**src/rtl/core/bf16lt_pkg.sv**
```systemverilog
// Shared constants, operation codes and a rounding helper for the bf16 log table block.
package bf16lt_pkg;

  localparam int ROW_ENTRIES_C  = 256;
  localparam int MANT_ENTRIES_C = 128;
  localparam int MANT_BITS_C    = 7;

  localparam logic [31:0] DEFAULT_NAN_C = 32'hffc0_0000;
  localparam logic [31:0] QUIET_BIT_C   = 32'h0040_0000;

  typedef enum logic [1:0] {
    OP_EVAL    = 2'd0,
    OP_ROW_WR  = 2'd1,
    OP_MANT_WR = 2'd2
  } op_t;

  // Round a single-precision pattern to bf16, nearest even; NaN goes quiet.
  function automatic logic [15:0] fp32_to_bf16(input logic [31:0] w);
    logic [31:0] t;
    begin
      t = w + 32'h0000_7fff + {31'b0, w[16]};
      if (w[30:23] == 8'hff && w[22:0] != 23'b0) begin
        fp32_to_bf16 = w[31:16] | 16'h0040;
      end else begin
        fp32_to_bf16 = t[31:16];
      end
    end
  endfunction

endpackage

```
**src/rtl/core/bf16lt_fadd.sv**
```systemverilog
// Three-stage single-precision adder, round to nearest even, with a side tag.
module bf16lt_fadd import bf16lt_pkg::*; #(
  parameter int TAG_W = 1
) (
  input  logic             clk,
  input  logic             rst_n,
  input  logic             en,
  input  logic             in_valid,
  input  logic [31:0]      a,
  input  logic [31:0]      b,
  input  logic [TAG_W-1:0] in_tag,
  output logic             out_valid,
  output logic [31:0]      sum,
  output logic [TAG_W-1:0] out_tag
);

  // ---------------- stage A: specials, swap, align, add ----------------
  logic        a_nan, b_nan, a_inf, b_inf, swap;
  logic        spec_nxt;
  logic [31:0] spec_val_nxt;
  logic [31:0] lg, sm;
  logic [7:0]  el, es, d;
  logic [26:0] mlx, msx, alx, lost_mask;
  logic        stk;
  logic [27:0] sum_nxt;

  always_comb begin
    a_nan = (a[30:23] == 8'hff) && (a[22:0] != 23'b0);
    b_nan = (b[30:23] == 8'hff) && (b[22:0] != 23'b0);
    a_inf = (a[30:23] == 8'hff) && (a[22:0] == 23'b0);
    b_inf = (b[30:23] == 8'hff) && (b[22:0] == 23'b0);
    spec_nxt     = 1'b1;
    spec_val_nxt = a;
    if (a_nan) begin
      spec_val_nxt = a | QUIET_BIT_C;
    end else if (b_nan) begin
      spec_val_nxt = b | QUIET_BIT_C;
    end else if (a_inf && b_inf && (a[31] != b[31])) begin
      spec_val_nxt = DEFAULT_NAN_C;
    end else if (a_inf) begin
      spec_val_nxt = a;
    end else if (b_inf) begin
      spec_val_nxt = b;
    end else begin
      spec_nxt = 1'b0;
    end

    swap = b[30:0] > a[30:0];
    lg   = swap ? b : a;
    sm   = swap ? a : b;
    el   = (lg[30:23] == 8'b0) ? 8'd1 : lg[30:23];
    es   = (sm[30:23] == 8'b0) ? 8'd1 : sm[30:23];
    d    = el - es;
    mlx  = {(lg[30:23] != 8'b0), lg[22:0], 3'b000};
    msx  = {(sm[30:23] != 8'b0), sm[22:0], 3'b000};
    lost_mask = 27'b0;
    stk       = 1'b0;
    if (d >= 8'd27) begin
      alx = {26'b0, (msx != 27'b0)};
    end else begin
      lost_mask = ~({27{1'b1}} << d[4:0]);
      stk       = (msx & lost_mask) != 27'b0;
      alx       = (msx >> d[4:0]) | {26'b0, stk};
    end
    if (lg[31] ^ sm[31]) begin
      sum_nxt = {1'b0, mlx} - {1'b0, alx};
    end else begin
      sum_nxt = {1'b0, mlx} + {1'b0, alx};
    end
  end

  logic             va_r;
  logic             spec_a_r, sign_a_r, zsign_a_r;
  logic [31:0]      spec_val_a_r;
  logic [7:0]       e_a_r;
  logic [27:0]      sum_a_r;
  logic [TAG_W-1:0] tag_a_r;

  always_ff @(posedge clk) begin
    if (!rst_n) begin
      va_r <= 1'b0;
    end else if (en) begin
      va_r <= in_valid;
    end
    if (en) begin
      spec_a_r     <= spec_nxt;
      spec_val_a_r <= spec_val_nxt;
      sign_a_r     <= lg[31];
      zsign_a_r    <= a[31] & b[31];
      e_a_r        <= el;
      sum_a_r      <= sum_nxt;
      tag_a_r      <= in_tag;
    end
  end

  // ---------------- stage B: leading-zero count ----------------
  logic [4:0] lz_nxt;

  always_comb begin
    lz_nxt = 5'd27;
    for (int i = 0; i < 27; i++) begin
      if (sum_a_r[i]) begin
        lz_nxt = 5'(26 - i);
      end
    end
  end

  logic             vb_r;
  logic             spec_b_r, sign_b_r, zsign_b_r;
  logic [31:0]      spec_val_b_r;
  logic [7:0]       e_b_r;
  logic [27:0]      sum_b_r;
  logic [4:0]       lz_b_r;
  logic [TAG_W-1:0] tag_b_r;

  always_ff @(posedge clk) begin
    if (!rst_n) begin
      vb_r <= 1'b0;
    end else if (en) begin
      vb_r <= va_r;
    end
    if (en) begin
      spec_b_r     <= spec_a_r;
      spec_val_b_r <= spec_val_a_r;
      sign_b_r     <= sign_a_r;
      zsign_b_r    <= zsign_a_r;
      e_b_r        <= e_a_r;
      sum_b_r      <= sum_a_r;
      lz_b_r       <= lz_nxt;
      tag_b_r      <= tag_a_r;
    end
  end

  // ---------------- stage C: normalize and round ----------------
  logic [26:0] nv;
  logic [8:0]  ne;
  logic [7:0]  sh;
  logic [7:0]  e_enc;
  logic        up, sgn;
  logic [30:0] mag;
  logic [31:0] res_nxt;

  always_comb begin
    sh = 8'b0;
    if (sum_b_r[27]) begin
      nv = {sum_b_r[27:2], sum_b_r[1] | sum_b_r[0]};
      ne = {1'b0, e_b_r} + 9'd1;
    end else begin
      sh = ({3'b0, lz_b_r} < e_b_r) ? {3'b0, lz_b_r} : (e_b_r - 8'd1);
      nv = sum_b_r[26:0] << sh[4:0];
      ne = {1'b0, e_b_r} - {1'b0, sh};
    end
    e_enc = nv[26] ? ne[7:0] : 8'b0;
    up    = nv[2] & (nv[3] | nv[1] | nv[0]);
    mag   = {e_enc, nv[25:3]} + {30'b0, up};
    sgn   = (sum_b_r == 28'b0) ? zsign_b_r : sign_b_r;
    if (spec_b_r) begin
      res_nxt = spec_val_b_r;
    end else if (ne >= 9'd255) begin
      res_nxt = {sgn, 8'hff, 23'b0};
    end else begin
      res_nxt = {sgn, mag};
    end
  end

  logic             vc_r;
  logic [31:0]      res_r;
  logic [TAG_W-1:0] tag_c_r;

  always_ff @(posedge clk) begin
    if (!rst_n) begin
      vc_r <= 1'b0;
    end else if (en) begin
      vc_r <= vb_r;
    end
    if (en) begin
      res_r   <= res_nxt;
      tag_c_r <= tag_b_r;
    end
  end

  assign out_valid = vc_r;
  assign sum       = res_r;
  assign out_tag   = tag_c_r;

endmodule

```
**config.mk**
```make
export PLATFORM = sky130hd
export DESIGN_NAME = bf16lt_fadd
export DESIGN_NICKNAME = d
export VERILOG_FILES = /design/src/rtl/core/bf16lt_pkg.sv /design/src/rtl/core/bf16lt_fadd.sv
export SDC_FILE = /design/constraint.sdc
export NUM_CORES = 1
export LEC_CHECK = 0
export BUFFER_PORTS_ARGS = -buffer_cell sky130_fd_sc_hd__buf_2
export CAP_MARGIN = 20
export CORE_UTILIZATION = 45
export DETAILED_ROUTE_END_ITERATION = 16
export PLACE_DENSITY_LB_ADDON = 0.15
export SLEW_MARGIN = 10
export SYNTH_ARGS = -nofsm -noshare
export SYNTH_HDL_FRONTEND = slang
export SYNTH_SLANG_ARGS = --single-unit
export TNS_END_PERCENT = 30
```
**constraint.sdc**
```tcl
create_clock -name clk -period 25.9 [get_ports clk]
set_clock_uncertainty 0.05 [all_clocks]
set_input_delay 1.295 -clock clk [delete_from_list [all_inputs] [get_ports clk]]
set_output_delay 1.295 -clock clk [all_outputs]
set_load 0.01 [all_outputs]
```
### Word-level counts from Yosys, hierarchy flattened

Cells that the tools add are included.

| operators by class | value |
|---|---|
| equal/unequal tests | 3 |
| shifts and indexed selects | 3 |
| multipliers | 0 |
| div/mod/pow operators | 0 |
| add/subtract/negate cells | 7 |
| mux-type cells | 45 |
| reduce and logical (&&, ||, !) cells | 23 |
| magnitude comparators | 4 |
| bitwise operators | 9 |

Operators with widths:

| operator | count |
|---|---|
| 32-bit 2-to-1 mux | 8 |
| 27-bit 2-to-1 mux | 2 |
| 5-bit 2-to-1 mux | 10 |
| 23-bit logical NOT | 2 |
| 23-bit nonzero test | 2 |
| 4-bit 2-to-1 mux | 8 |
| 8-bit 2-to-1 mux | 4 |
| 31-bit by 1-bit adder with 31-bit output | 1 |
| 31-bit > comparator | 1 |
| 31-bit 2-to-1 mux | 1 |
| 27-bit by 27-bit adder with 28-bit output | 1 |
| 28-bit logical NOT | 1 |
| 28-bit 2-to-1 mux | 1 |
| 27-bit by 27-bit subtractor with 28-bit output | 1 |
| 27-bit bitwise AND | 1 |
| 27-bit inverter | 1 |
| 27-bit by 1-bit OR with 27-bit output | 1 |
| 27-bit nonzero test | 1 |
| 27-bit by 5-bit << shifter with 27-bit output | 1 |
| 27-bit by 5-bit << shifter with 27-bit output, first input constant | 1 |
| 27-bit by 5-bit >> shifter with 27-bit output | 1 |
| 24-bit nonzero test | 1 |
| 8-bit == test, second input constant | 2 |
| 8-bit logical NOT | 2 |
| other kinds (22) | 39 |

| storage, ports and cells | value |
|---|---|
| RAM bits | 0 |
| bits in registers | 185 |
| memories kept | 0 |
| output and inout port bits | 34 |
| memory bits (read-only) | 0 |
| bits in latches | 0 |

### Logic depth before layout (Yosys ltp)

Gate-level depths: netlist of the first run.

| logic depth | value |
|---|---|
| depth after elaboration | 26 |
| gate-level depth with buffers | 47 |
| mapped depth without buffers | 40 |

### Least setup slack after synthesis of the first run

OpenSTA, ideal clock, no wires.

| timing path | value |
|---|---|
| path kind | input to register |
| start | input port a[29] |
| end | register sum_a_r[25] (data pin) |
| slack | 15.278 ns |
| stages | 43 |
| arrival time | 10.314 ns |
| cells stage by stage | inv_1 > ha_1 > a21oi_1 > nand2_1 > a221oi_1 > nand2_1 > o21ai_1 > clkbuf_1 > clkbuf_1 > buf_1 > buf_1 > o211ai_1 > ha_1 > fa_1 > clkbuf_1 > clkbuf_1 > buf_1 > clkbuf_1 > [... 7 more ...] > inv_1 > ha_1 > fa_1 > nor2b_1 > o21bai_1 > a21oi_1 > o21bai_1 > a21oi_1 > o21ai_0 > nand3_1 > a41oi_1 > o21ai_0 > nand3_1 > o31ai_1 > a21oi_1 > o21bai_1 > a221o_1 > xnor2_1 |

| on the way | value |
|---|---|
| longest elaborated chain between the ends | 13 |
| elaborated cells between the ends (all ways) | 22 |

RTL lines:

| item | RTL line | RTL |
|---|---|---|
| start: declaration | bf16lt_fadd.sv:9 | `input logic [31:0] a,` |
| 31-bit > comparator | bf16lt_fadd.sv:48 | `swap = b[30:0] > a[30:0];` |
| 32-bit 2-to-1 mux (on tied branches) | bf16lt_fadd.sv:49, bf16lt_fadd.sv:50 |  |
| 8-bit logical NOT (on tied branches) | bf16lt_fadd.sv:51, bf16lt_fadd.sv:52 |  |
| 8-bit 2-to-1 mux (on tied branches) | bf16lt_fadd.sv:51, bf16lt_fadd.sv:52 |  |
| 8-bit subtractor | bf16lt_fadd.sv:53 | `d = el - es;` |
| 27-bit by 5-bit << shifter with 27-bit output | bf16lt_fadd.sv:61 | `lost_mask = ~({27{1'b1}} << d[4:0]);` |
| 27-bit inverter | bf16lt_fadd.sv:61 |  |
| 27-bit bitwise AND | bf16lt_fadd.sv:62 | `stk = (msx & lost_mask) != 27'b0;` |
| 27-bit nonzero test | bf16lt_fadd.sv:62 |  |
| 27-bit by 1-bit OR with 27-bit output | bf16lt_fadd.sv:63 | `alx = (msx >> d[4:0]) \| {26'b0, stk};` |
| 27-bit 2-to-1 mux | bf16lt_fadd.sv:58 | `if (d >= 8'd27) begin` |
| 27-bit by 27-bit adder with 28-bit output or 27-bit by 27-bit subtractor with 28-bit output (tied branches) | bf16lt_fadd.sv:68, bf16lt_fadd.sv:66 |  |
| 28-bit 2-to-1 mux * | bf16lt_fadd.sv:65 | `if (lg[31] ^ sm[31]) begin` |
| net sum_nxt[25] | bf16lt_fadd.sv:25 | `logic [27:0] sum_nxt;` |
| end signal: assignment | bf16lt_fadd.sv:91 | `sum_a_r <= sum_nxt;` |
| end: declaration | bf16lt_fadd.sv:76 | `logic [27:0] sum_a_r;` |

Mark *: on every way through the listed nets, which the timed path passes. The rest lies on a longest branch.
A chain may end at the register's enable or synchronous reset.

### Worst setup path after layout of the first run

| timing path | value |
|---|---|
| start | input port a[17] |
| end | register sum_a_r[25] (data pin) |

| on the way | value |
|---|---|
| longest elaborated chain between the ends | 13 |
| elaborated cells between the ends (all ways) | 22 |

RTL lines:

| item | RTL line | RTL |
|---|---|---|
| 31-bit > comparator * | bf16lt_fadd.sv:48 |  |
| 32-bit 2-to-1 mux * | bf16lt_fadd.sv:49 | `lg = swap ? b : a;` |
| 8-bit logical NOT | bf16lt_fadd.sv:51 | `el = (lg[30:23] == 8'b0) ? 8'd1 : lg[30:23];` |
| 8-bit 2-to-1 mux * | bf16lt_fadd.sv:51 |  |
| net el[3] | bf16lt_fadd.sv:22 | `logic [7:0] el, es, d;` |
| 8-bit subtractor * | bf16lt_fadd.sv:53 |  |
| 27-bit by 5-bit << shifter with 27-bit output | bf16lt_fadd.sv:61 |  |
| 27-bit inverter | bf16lt_fadd.sv:61 |  |
| 27-bit bitwise AND | bf16lt_fadd.sv:62 |  |
| 27-bit nonzero test | bf16lt_fadd.sv:62 |  |
| 27-bit by 1-bit OR with 27-bit output | bf16lt_fadd.sv:63 |  |
| 27-bit 2-to-1 mux * | bf16lt_fadd.sv:58 |  |
| 27-bit by 27-bit adder with 28-bit output or 27-bit by 27-bit subtractor with 28-bit output (tied branches) | bf16lt_fadd.sv:68, bf16lt_fadd.sv:66 |  |
| 28-bit 2-to-1 mux * | bf16lt_fadd.sv:65 |  |
| net sum_nxt[25] | bf16lt_fadd.sv:25 |  |

Marks and branches as above.

==> metrics, run 1 <==
vias in the first global route 15087; first-pass detailed-route iteration total 6; Fin Setup TNS 0 ns; share of layout cells above drive strength 1 11.52%; Setup violations, final 0; Worst Tran Pin Value 1.213 ns; max_slew headroom 18.31%; Final HPWL DP 48.25 mm; Sequential Power Share 28.2%; Comb pwr share 54.8%; RSZ-0062 raised after global routing false; Achievable Freq 91.49 MHz; final net count 2236; hold buffer count at cts 0; CP delay by family, top compound AO/OA/AOI/OAI gates; synthesized flop and latch total 185; worst-skew pair later-pin latency 0.44 ns; CP arrival 11.07 ns; DR vias 16328; Net Sw Frac 46.32%; gr busiest metal met2; total CTS buffers 17; outcome completed; ys flop type edfxtp_1; Async SR Flop Fraction 0%; Residual DRC 0; clk buf depth 2; CP Capture Type flop; Post-CTS Setup Bufs 0; CTS Sinks 185; initial antenna violation count 3; Post-Place Worst Slack 14.71 ns; Max-Cap Viols 0; Filler Cells Inserted 3633; Unique masters post-synth 88; Gate Count Post-Synth 2023; sequential area share after synthesis 32.35%; io pins 103; Die H 196.8 µm; Die Width 196.8 µm; syn_area_per_cell 8.444 µm²; setup ws final 14.97 ns; GR Util met3 3.628%; CTS tree done; First DRT Iteration DRCs 1696; Worst Path Class, Setup in2reg; cell area after synthesis 17080 µm²; vias per cell 6.334; largest net degree at the start of global routing 110; slowest CP cell nor4_1; Hold Fails Final Rpt 0; Port Buf Inserts 102; Lkg Pwr 7.366 nW; GRT Total Usage 32.36%; crit share post-route 42.20%; row count 70; H-tree levels 4; warning count from the yosys run 0; VDD IR-drop max 47.82 µV; sw power 708.6 µW; diode count 0; Die ar. 38740 µm²; Slew Viols, Final 0; met1 Use GR 43.23%; Area Growth Syn to Fin 9.405%; routed len/inst 24.30 µm; slowest stage delay, CP 0.62 ns; antenna-violating nets left 0; Routed WL 62.65 mm; Post-synth EDFFs 182; Pint 821.1 µW; CTS clk-pin slew, worst paths 0.07 ns; first-pass GRT wire length 94.01 mm; clock network power share 16.9%; Period minus WS final 10.93 ns; met2 Use GR 53.38%; GRT Residual Overflow 0; worst hold path class reg2reg; syn_nets 2198; gpl congestion 1.016; PD cells 81.85 nW/µm²; cts repair resizes 0; core area 36960 µm²; CP startpoint kind input pin; crit path max fanout 44; CP required 26.04 ns; Initial Util 46.22%; root buffer cell clkbuf_16; Buf/Inv on CP 4
-- registers in the layout (all words and copies together), names as in the netlist, 5 cells and up --
register and cells:
lz_b_r 5, spec_val_b_r 32, sum_b_r 28, sum 32
e_b_r 8, spec_val_a_r 32, e_a_r 8, sum_a_r 28
-- area by class of cell --
cell class,instances,area [µm²],area share (%)
Timing Repair Buffer,133,749.5,4.010
Inverter,120,450.4,2.410
Clock inverter,15,181.4,0.9708
Clock buffer,17,425.4,2.276
Tap cell,504,630.6,3.374
Multi-Input combinational cell,1604,10730,57.39
Sequential cell,185,5525,29.57
-- worst paths after layout --
check / endpoint / start / slack, ns / cells past startpoint
max: sum_a_r[25] / a[17] / 14.97 / 40
max reg2reg: sum[28] / e_b_r[1] / 19.17 / 21
min: spec_val_b_r[21] / spec_val_a_r[21] / 0.37 / 0
min reg2reg: spec_val_b_r[21] / spec_val_a_r[21] / 0.37 / 0
-- stage by stage --
step                      util, %  cell area (µm²)  hold WS, ns  std cells  power, mW
final                       50.56            18690       0.3694       2578      1.530
after global routing        50.56            18690       0.3775       2578      1.613
after CTS                   50.50            18670       0.3711       2575      1.513
after detailed placement    48.86            18060       0.3545       2543      1.251
after global placement      48.84            18050       0.3504       2542      1.254
after floorplan                 -            17080       0.3503       2023     0.9853
-- cells in the final DEF (no fill, tap or decap), types with 21 or more instances in the layout --
master      n
nor4_1     32
mux2i_1    65
o31ai_1    21
xnor2_1    48
a21oi_1   168
nand3_1    64
inv_1     117
buf_4      29
ha_1      103
nand2_1   268
nand2b_1   45
o21ai_0   130
mux4_2     23
a211oi_1   44
a22oi_1    24
nand4_1    23
nor2_1    151
nor3_1     45
edfxtp_1  182
o21bai_1   24
buf_2     101
-- synthesized netlist by cell type, types with 7 or more instances --
| master | instances | area share, % |
|---|---|---|
| nand2_1 | 268 | 5.9 |
| edfxtp_1 | 182 | 32 |
| a21oi_1 | 169 | 5.0 |
| nor2_1 | 151 | 3.3 |
| o21ai_0 | 132 | 3.9 |
| inv_1 | 117 | 2.6 |
| ha_1 | 103 | 7.5 |
| clkbuf_1 | 85 | 1.9 |
| mux2i_1 | 65 | 3.8 |
| nand3_1 | 64 | 1.9 |
| xnor2_1 | 51 | 2.6 |
| nor3_1 | 46 | 1.3 |
| nand2b_1 | 45 | 1.6 |
| a211oi_1 | 44 | 1.9 |
| nor4_1 | 32 | 1.2 |
| a22oi_1 | 24 | 1.1 |
| o21bai_1 | 24 | 1.1 |
| mux4_2 | 23 | 3.0 |
| nand4_1 | 23 | 0.84 |
| o31ai_1 | 21 | 0.92 |
| a31oi_1 | 20 | 0.73 |
| nor2b_1 | 20 | 0.73 |
| o211ai_1 | 20 | 0.88 |
| a21o_1 | 19 | 0.84 |
| a311oi_1 | 19 | 0.97 |
| buf_1 | 18 | 0.40 |
| xor2_1 | 16 | 0.82 |
| and2_1 | 12 | 0.44 |
| and3_1 | 11 | 0.40 |
| mux2_2 | 11 | 0.73 |
| o221ai_1 | 11 | 0.56 |
| o21a_1 | 10 | 0.44 |
| or3_1 | 10 | 0.37 |
| or2_2 | 9 | 0.33 |
| a221o_1 | 8 | 0.47 |
| a22o_1 | 8 | 0.41 |
| buf_2 | 8 | 0.23 |
| o31a_1 | 8 | 0.41 |
| or4_1 | 7 | 0.31 |
-- cell families (layout without fill, tap and decap cells) --
logic type / count (synthesis) / in the layout / synth area share, %
simple gates: 716 / 716 / 19.65
compound gates: 616 / 616 / 23.81
buf+inv: 234 / 285 / 5.289
flops: 185 / 185 / 32.35
fa+ha+maj: 106 / 106 / 7.896
mux: 99 / 99 / 7.567
xor+xnor: 67 / 67 / 3.435
-- layer usage --
layer	wire (µm)	vias up	part of all wire (%)
met5	28	-	0.045
met4	2637	4	4.2
met3	4614	133	7.4
met2	28970	803	46
met1	26400	7771	42
li1	-	7617	-
-- power groups by stage --
| stage | combinational, mW | sequential, mW | clock, mW |
|---|---|---|---|
| final | 0.838 | 0.432 | 0.259 |
| after global routing | 0.899 | 0.437 | 0.277 |
| after CTS | 0.818 | 0.431 | 0.265 |
| after detailed placement | 0.814 | 0.437 | 0 |
| after global placement | 0.818 | 0.436 | 0 |
| after floorplan | 0.563 | 0.422 | 0 |
No activity file was read; power rests on OpenSTA's default activity.
==> run 2, diff against run 1 <==
==> constraint.sdc (replaced) <==
create_clock -name clk -period 11 [get_ports clk]
set_clock_uncertainty 0.05 [all_clocks]
set_input_delay 0.55 -clock clk [delete_from_list [all_inputs] [get_ports clk]]
set_output_delay 0.55 -clock clk [all_outputs]
set_load 0.01 [all_outputs]
==> run 2 against run 1 <==
Die area unchanged. First-iteration DRC count up 23%. Final cell count up 0.12%. Critical endpoint is now sum_a_r[22]. Largest power group unchanged. Clock-buffer cell count up 3. Sequential power up 130%. Final area about the same. Critical path type unchanged. Clock power up 140%. Flip-flop and latch count unchanged. Combinational power up 140%. Worst setup slack worse by 14 ns. Highest routed layer is now met4.
==> metrics, run 2 (same netlist as run 1, synthesis figures left out) <==
largest net degree at the start of global routing 119 (+8.2%); GRT Residual Overflow 0 (unchanged); RSZ-0062 raised after global routing false; Hold EP tag_a_r; first-pass GRT wire length 94.83 mm (+0.87%); clock network power share 17.1% (+0.2 points); first-pass detailed-route iteration total 6 (unchanged); met2 Use GR 51.94% (-1.4 points); Port Buf Inserts 102 (unchanged); share of layout cells above drive strength 1 11.51% (-0.017 points); max_slew headroom 26.53% (+8.2 points); Hold Path Depth 1 (+1); Filler Cells Inserted 3588 (-1.2%); final net count 2239 (+0.13%); Post-CTS Setup Bufs 0 (unchanged); Initial Util 46.22% (unchanged); io pins 103 (unchanged); crit path max fanout 33 (-25%); diode count 0 (unchanged); hold slack 0.2437 ns (-0.1257 ns); Die H 196.8 µm (unchanged); most frequent cells in the layout nand2_1, edfxtp_1, a21oi_1; Hold Fails Final Rpt 0 (unchanged); Sequential Power Share 28.1% (about the same); CTS tree done; commonest non-fill, non-tap cell in the layout nand2_1; Worst Path Class, Setup in2reg; Achievable Freq 100.8 MHz; Max-Cap Viols 0 (unchanged); Setup violations, final 0 (unchanged); Die Width 196.8 µm (unchanged); met1 Use GR 42.96% (-0.27 points); GR Util met3 3.679% (+0.051 points); worst hold path class in2reg; Final HPWL DP 48.72 mm (+0.98%); crit share post-route 90.14%; total CTS buffers 17 (unchanged); setup ws final 1.084 ns (-13.89 ns); First DRT Iteration DRCs 2087 (+23%); hold path startpoint in_tag; Fin Setup TNS 0 ns (unchanged); Comb pwr share 54.8% (about the same); routed len/inst 24.29 µm (about the same); hold buffer count at cts 0 (unchanged); gr busiest metal met2; Residual DRC 0 (unchanged); r2r worst-path depth 22 (+4.8%); Pint 1.981 mW (+140%); Lkg Pwr 7.382 nW (+0.23%); Routed WL 62.68 mm (about the same); Die ar. 38740 µm² (unchanged); CTS Sinks 185 (unchanged); cts repair resizes 0 (unchanged); PD cells 193.3 nW/µm² (+140%); gpl congestion 1.019 (+0.29%); clk buf depth 2 (unchanged); Worst Tran Pin Value 1.090 ns (-0.1221 ns); Post-Place Worst Slack 0.9143 ns (-13.80 ns); Period minus WS final 9.916 ns; Slew Viols, Final 0 (unchanged); final cell count without fillers 2581 (+0.12%); core area 36960 µm² (unchanged); Critical path origin a[17]; Net Sw Frac 45.22% (-1.1 points); outcome completed; Post-Place Cells 2549 (+0.24%); sw power 1.635 mW (+130%); antenna-violating nets left 0 (unchanged); Post-Route Utilization 50.60% (about the same); DR vias 16407 (+0.48%); slowest CP cell fa_2; CP required 11.12 ns (-14.92 ns); Reg2Reg Capture Point sum[28]; CTS clk-pin slew, worst paths 0.07 ns (about the same); CP arrival 10.03 ns (-1.04 ns); GRT Total Usage 32.42% (+0.058 points); reg-to-reg critical path startpoint e_b_r[1]; initial antenna violation count 0 (-3); CP Capture Type flop; row count 70 (unchanged); Area Growth Syn to Fin 9.486% (about the same); vias in the first global route 15411 (+2.1%); Worst R2R Setup Slack 4.34 ns (-14.83 ns); CP startpoint kind input pin; VDD IR-drop max 113.6 µV (+140%); root buffer cell clkbuf_16; vias per cell 6.357 (+0.37%); H-tree levels 4 (unchanged); worst-skew pair later-pin latency 0.43 ns (about the same); slowest stage delay, CP 1.09 ns (+0.47 ns)
-- run 2: cell count changes in the layout (fill, tap and decap cells not counted), moves of 3 or more --
cell / delta
inv_8: -3
buf_4: +5
clkinv_8: -3
clkbuf_1: +3
-- run 2: worst max-delay path: cells and delay by family --
kind | cells | cell delay [ns]
AOI/OAI and AO/OA | 16 | 4.03
xor gates and xnor gates | 1 | 0.17
adders and majority gates | 4 | 1.96
and+or+nand+nor | 10 | 2.38
buffers and inverters | 5 | 0.88
-- run 2: worst max path at each step --
stage	to	cells after the start
finish	sum_a_r[22]	36
global route	sum_a_r[22]	36
floorplan	sum_a_r[25]	43
detailed placement	sum_a_r[22]	36
CTS	sum_a_r[22]	36
global placement	sum_a_r[22]	34
-- run 2: layout make-up --
type | count | area, µm² | area share, %
Sequential cell | 185 | 5525 | 29.54
Tap cell | 504 | 630.6 | 3.372
Inverter | 120 | 450.4 | 2.409
Timing Repair Buffer | 136 | 772.0 | 4.128
Clock inverter | 12 | 161.4 | 0.8630
Clock buffer | 20 | 436.7 | 2.335
Multi-Input combinational cell | 1604 | 10730 | 57.35
-- run 2: metrics by stage --
step	instance area, µm²	power, mW
after floorplan	17080	2.320
after global placement	18100	2.956
after detailed placement	18100	2.958
after CTS	18700	3.584
after global routing	18700	3.813
final	18700	3.615
-- run 2: metal layers --
layer	vias to the layer above	wire length, µm
met3	155	4108
li1	7636	-
met1	7859	26610
met4	0	3530
met5	-	0
met2	757	28440
-- run 2: power by group through the flow --
stage	clock (mW)	sequential, mW	combinational [mW]
floorplan	0	0.994	1.33
global placement	0	1.03	1.93
detailed placement	0	1.03	1.93
CTS	0.632	1.01	1.94
global route	0.655	1.03	2.13
finish	0.618	1.01	1.98
==> run 3, diff against run 2 <==
--- a/config.mk
+++ b/config.mk
@@ -7,7 +7,7 @@
 export LEC_CHECK = 0
 export BUFFER_PORTS_ARGS = -buffer_cell sky130_fd_sc_hd__buf_2
 export CAP_MARGIN = 20
-export CORE_UTILIZATION = 45
+export CORE_UTILIZATION = 63
 export DETAILED_ROUTE_END_ITERATION = 16
 export PLACE_DENSITY_LB_ADDON = 0.15
 export SLEW_MARGIN = 10
==> run 3 against run 2 <==
Combinational power decreased by 2%. Global-route usage grew 11 points. Sequential share of layout area rose by 0.29 points. Sequential power is essentially flat. First-iteration DRC count is 29% higher. Via count increased by 6.5%. Critical endpoint is now sum_a_r[26]. Largest power group unchanged.
==> metrics, run 3 (same netlist as run 1, synthesis figures left out) <==
outcome completed; cts repair resizes 0 (unchanged); Achievable Freq 100.1 MHz (-0.72%); Max-Cap Viols 0 (unchanged); Area Growth Syn to Fin 8.424%; CTS clk-pin slew, worst paths 0.09 ns (+0.02 ns); initial antenna violation count 1 (+1); reg-to-reg critical path startpoint e_b_r[0]; io pins 103 (unchanged); Lkg Pwr 7.381 nW (about the same); most frequent cells in the layout nand2_1, edfxtp_1, a21oi_1; Setup violations, final 0 (unchanged); clk buf depth 2 (unchanged); VDD IR-drop max 119.3 µV (+4.9%); Reg2Reg Capture Point sum[26]; Worst Tran Pin Value 1.159 ns (+0.06838 ns); GRT Total Usage 43.13% (+11 points); slowest stage delay, CP 0.89 ns (-0.20 ns); DR vias 17479 (+6.5%); commonest non-fill, non-tap cell in the layout nand2_1; Hold Fails Final Rpt 0 (unchanged); CTS tree done; Period minus WS final 9.988 ns (+0.07169 ns); most frequent CP cell nor2_1; total CTS buffers 17 (unchanged); row count 59 (-16%); Port Buf Inserts 102 (unchanged); hold buffer count at cts 0 (unchanged); Die Width 166.7 µm (-15%); first-pass detailed-route iteration total 7 (+1); GRT Residual Overflow 0 (unchanged); largest net degree at the start of global routing 106 (-11%); crit share post-route 90.80% (+0.65 points); root buffer cell clkbuf_16; final cell count without fillers 2410 (-6.6%); CP required 11.16 ns (+0.04 ns); Critical path origin a[18]; CP Capture Type flop; Worst R2R Setup Slack 3.38 ns (-0.96 ns); Worst Path Class, Setup in2reg; CP endpoint sum_a_r[26]; max_slew headroom 20.75% (-5.8 points); Slew Viols, Final 0 (unchanged); share of layout cells above drive strength 1 11.39% (-0.12 points); Die H 166.7 µm (-15%); PD cells 196.5 nW/µm² (+1.6%); Die ar. 27780 µm² (-28%); final net count 2234 (-0.22%); core area 26350 µm² (-29%); Initial Util 64.82% (+19 points); Residual DRC 0 (unchanged); First DRT Iteration DRCs 2692 (+29%); Filler Cells Inserted 2005 (-44%); Routed WL 60.56 mm (-3.4%); CP arrival 10.15 ns (+0.12 ns); CP startpoint kind input pin; Post-Place Cells 2375 (-6.8%); RSZ-0062 raised after global routing false; r2r worst-path depth 21 (-4.5%); vias per cell 7.253 (+14%); CTS Sinks 185 (unchanged); vias in the first global route 16285 (+5.7%); Fin Setup TNS 0 ns (unchanged); antenna-violating nets left 0 (unchanged); Final HPWL DP 44.53 mm (-8.6%); routed len/inst 25.13 µm (+3.5%); worst hold path class in2reg; H-tree levels 4 (unchanged); first-pass GRT wire length 92.54 mm (-2.4%); gpl congestion 1.105 (+8.5%); worst-skew pair later-pin latency 0.45 ns (+0.02 ns); crit path max fanout 17 (-48%); Post-CTS Setup Bufs 0 (unchanged); slowest CP cell xnor2_2
==> run 3: changes by cell type in the layout (fill, tap and decap cells not counted) <==
| cell | change |
|---|---|
| inv_12 | +6 |
| buf_4 | -5 |
| and3_2 | -1 |
| clkbuf_1 | -3 |
| and3_1 | +1 |
| diode_2 | +3 |
| inv_16 | +2 |
| clkinv_4 | -2 |
| inv_8 | +2 |
| inv_6 | -4 |
| bufinv_16 | -3 |
| clkinv_8 | +4 |
| clkinv_2 | -2 |
==> run 3: how the worst min path moves through the flow <==
| stage | startpoint | to | slack (ns) | cells past startpoint |
|---|---|---|---|---|
| finish | in_tag | tag_a_r | 0.24 | 1 |
| global route | in_tag | tag_a_r | 0.22 | 1 |
| global placement | zsign_a_r | zsign_b_r | 0.35 | 0 |
| CTS | in_tag | tag_a_r | 0.23 | 1 |
| floorplan | e_a_r[0] | e_b_r[0] | 0.35 | 0 |
| detailed placement | spec_val_a_r[22] | spec_val_b_r[22] | 0.35 | 0 |
==> run 3: final cells by class <==
cell class / count / area (µm²) / area share [%]
multi-input combinational: 1604 / 10720 / 57.90
antenna: 3 / 7.507 / 0.04053
inverter: 120 / 450.4 / 2.432
timing repair buffer: 131 / 734.5 / 3.966
sequential: 185 / 5525 / 29.83
clock buffer: 17 / 425.4 / 2.297
clock inverter: 15 / 234.0 / 1.263
tap: 335 / 419.2 / 2.263
==> run 3: per-layer routing <==
layer,share of wire (%),vias up,track usage (%)
met5,0,-,0
met4,6.7,0,27.46
met3,12,320,7.272
met2,46,1450,69.62
met1,36,8063,53.93
li1,-,7646,-
==> run 3: critical path: cells and delay by family <==
family / cells / cell delay (ns)
xor gates and xnor gates: 2 / 0.98
buffers and inverters: 4 / 0.86
and+or+nand+nor: 9 / 1.77
AOI/OAI and AO/OA: 16 / 3.70
muxes: 3 / 0.85
adders and majority gates: 4 / 1.42
==> run 3: power by group <==
part	internal [mW]	total, mW	switching (mW)
registers	0.916	1.03	0.118
clock network	0.327	0.663	0.337
logic	0.697	1.94	1.24
total	1.94	3.64	1.70
==> run 3: per-stage QoR <==
stage	instance area (µm²)	util (%)	power [mW]	hold slack (ns)	setup slack (ns)
floorplan	17080	-	2.320	0.3503	1.123
global placement	17850	67.74	2.840	0.3507	1.254
detailed placement	17850	67.74	2.879	0.3545	0.9698
CTS	18510	70.25	3.550	0.2285	1.376
global route	18510	70.25	3.786	0.2230	0.4959
finish	18520	70.27	3.639	0.2428	1.012
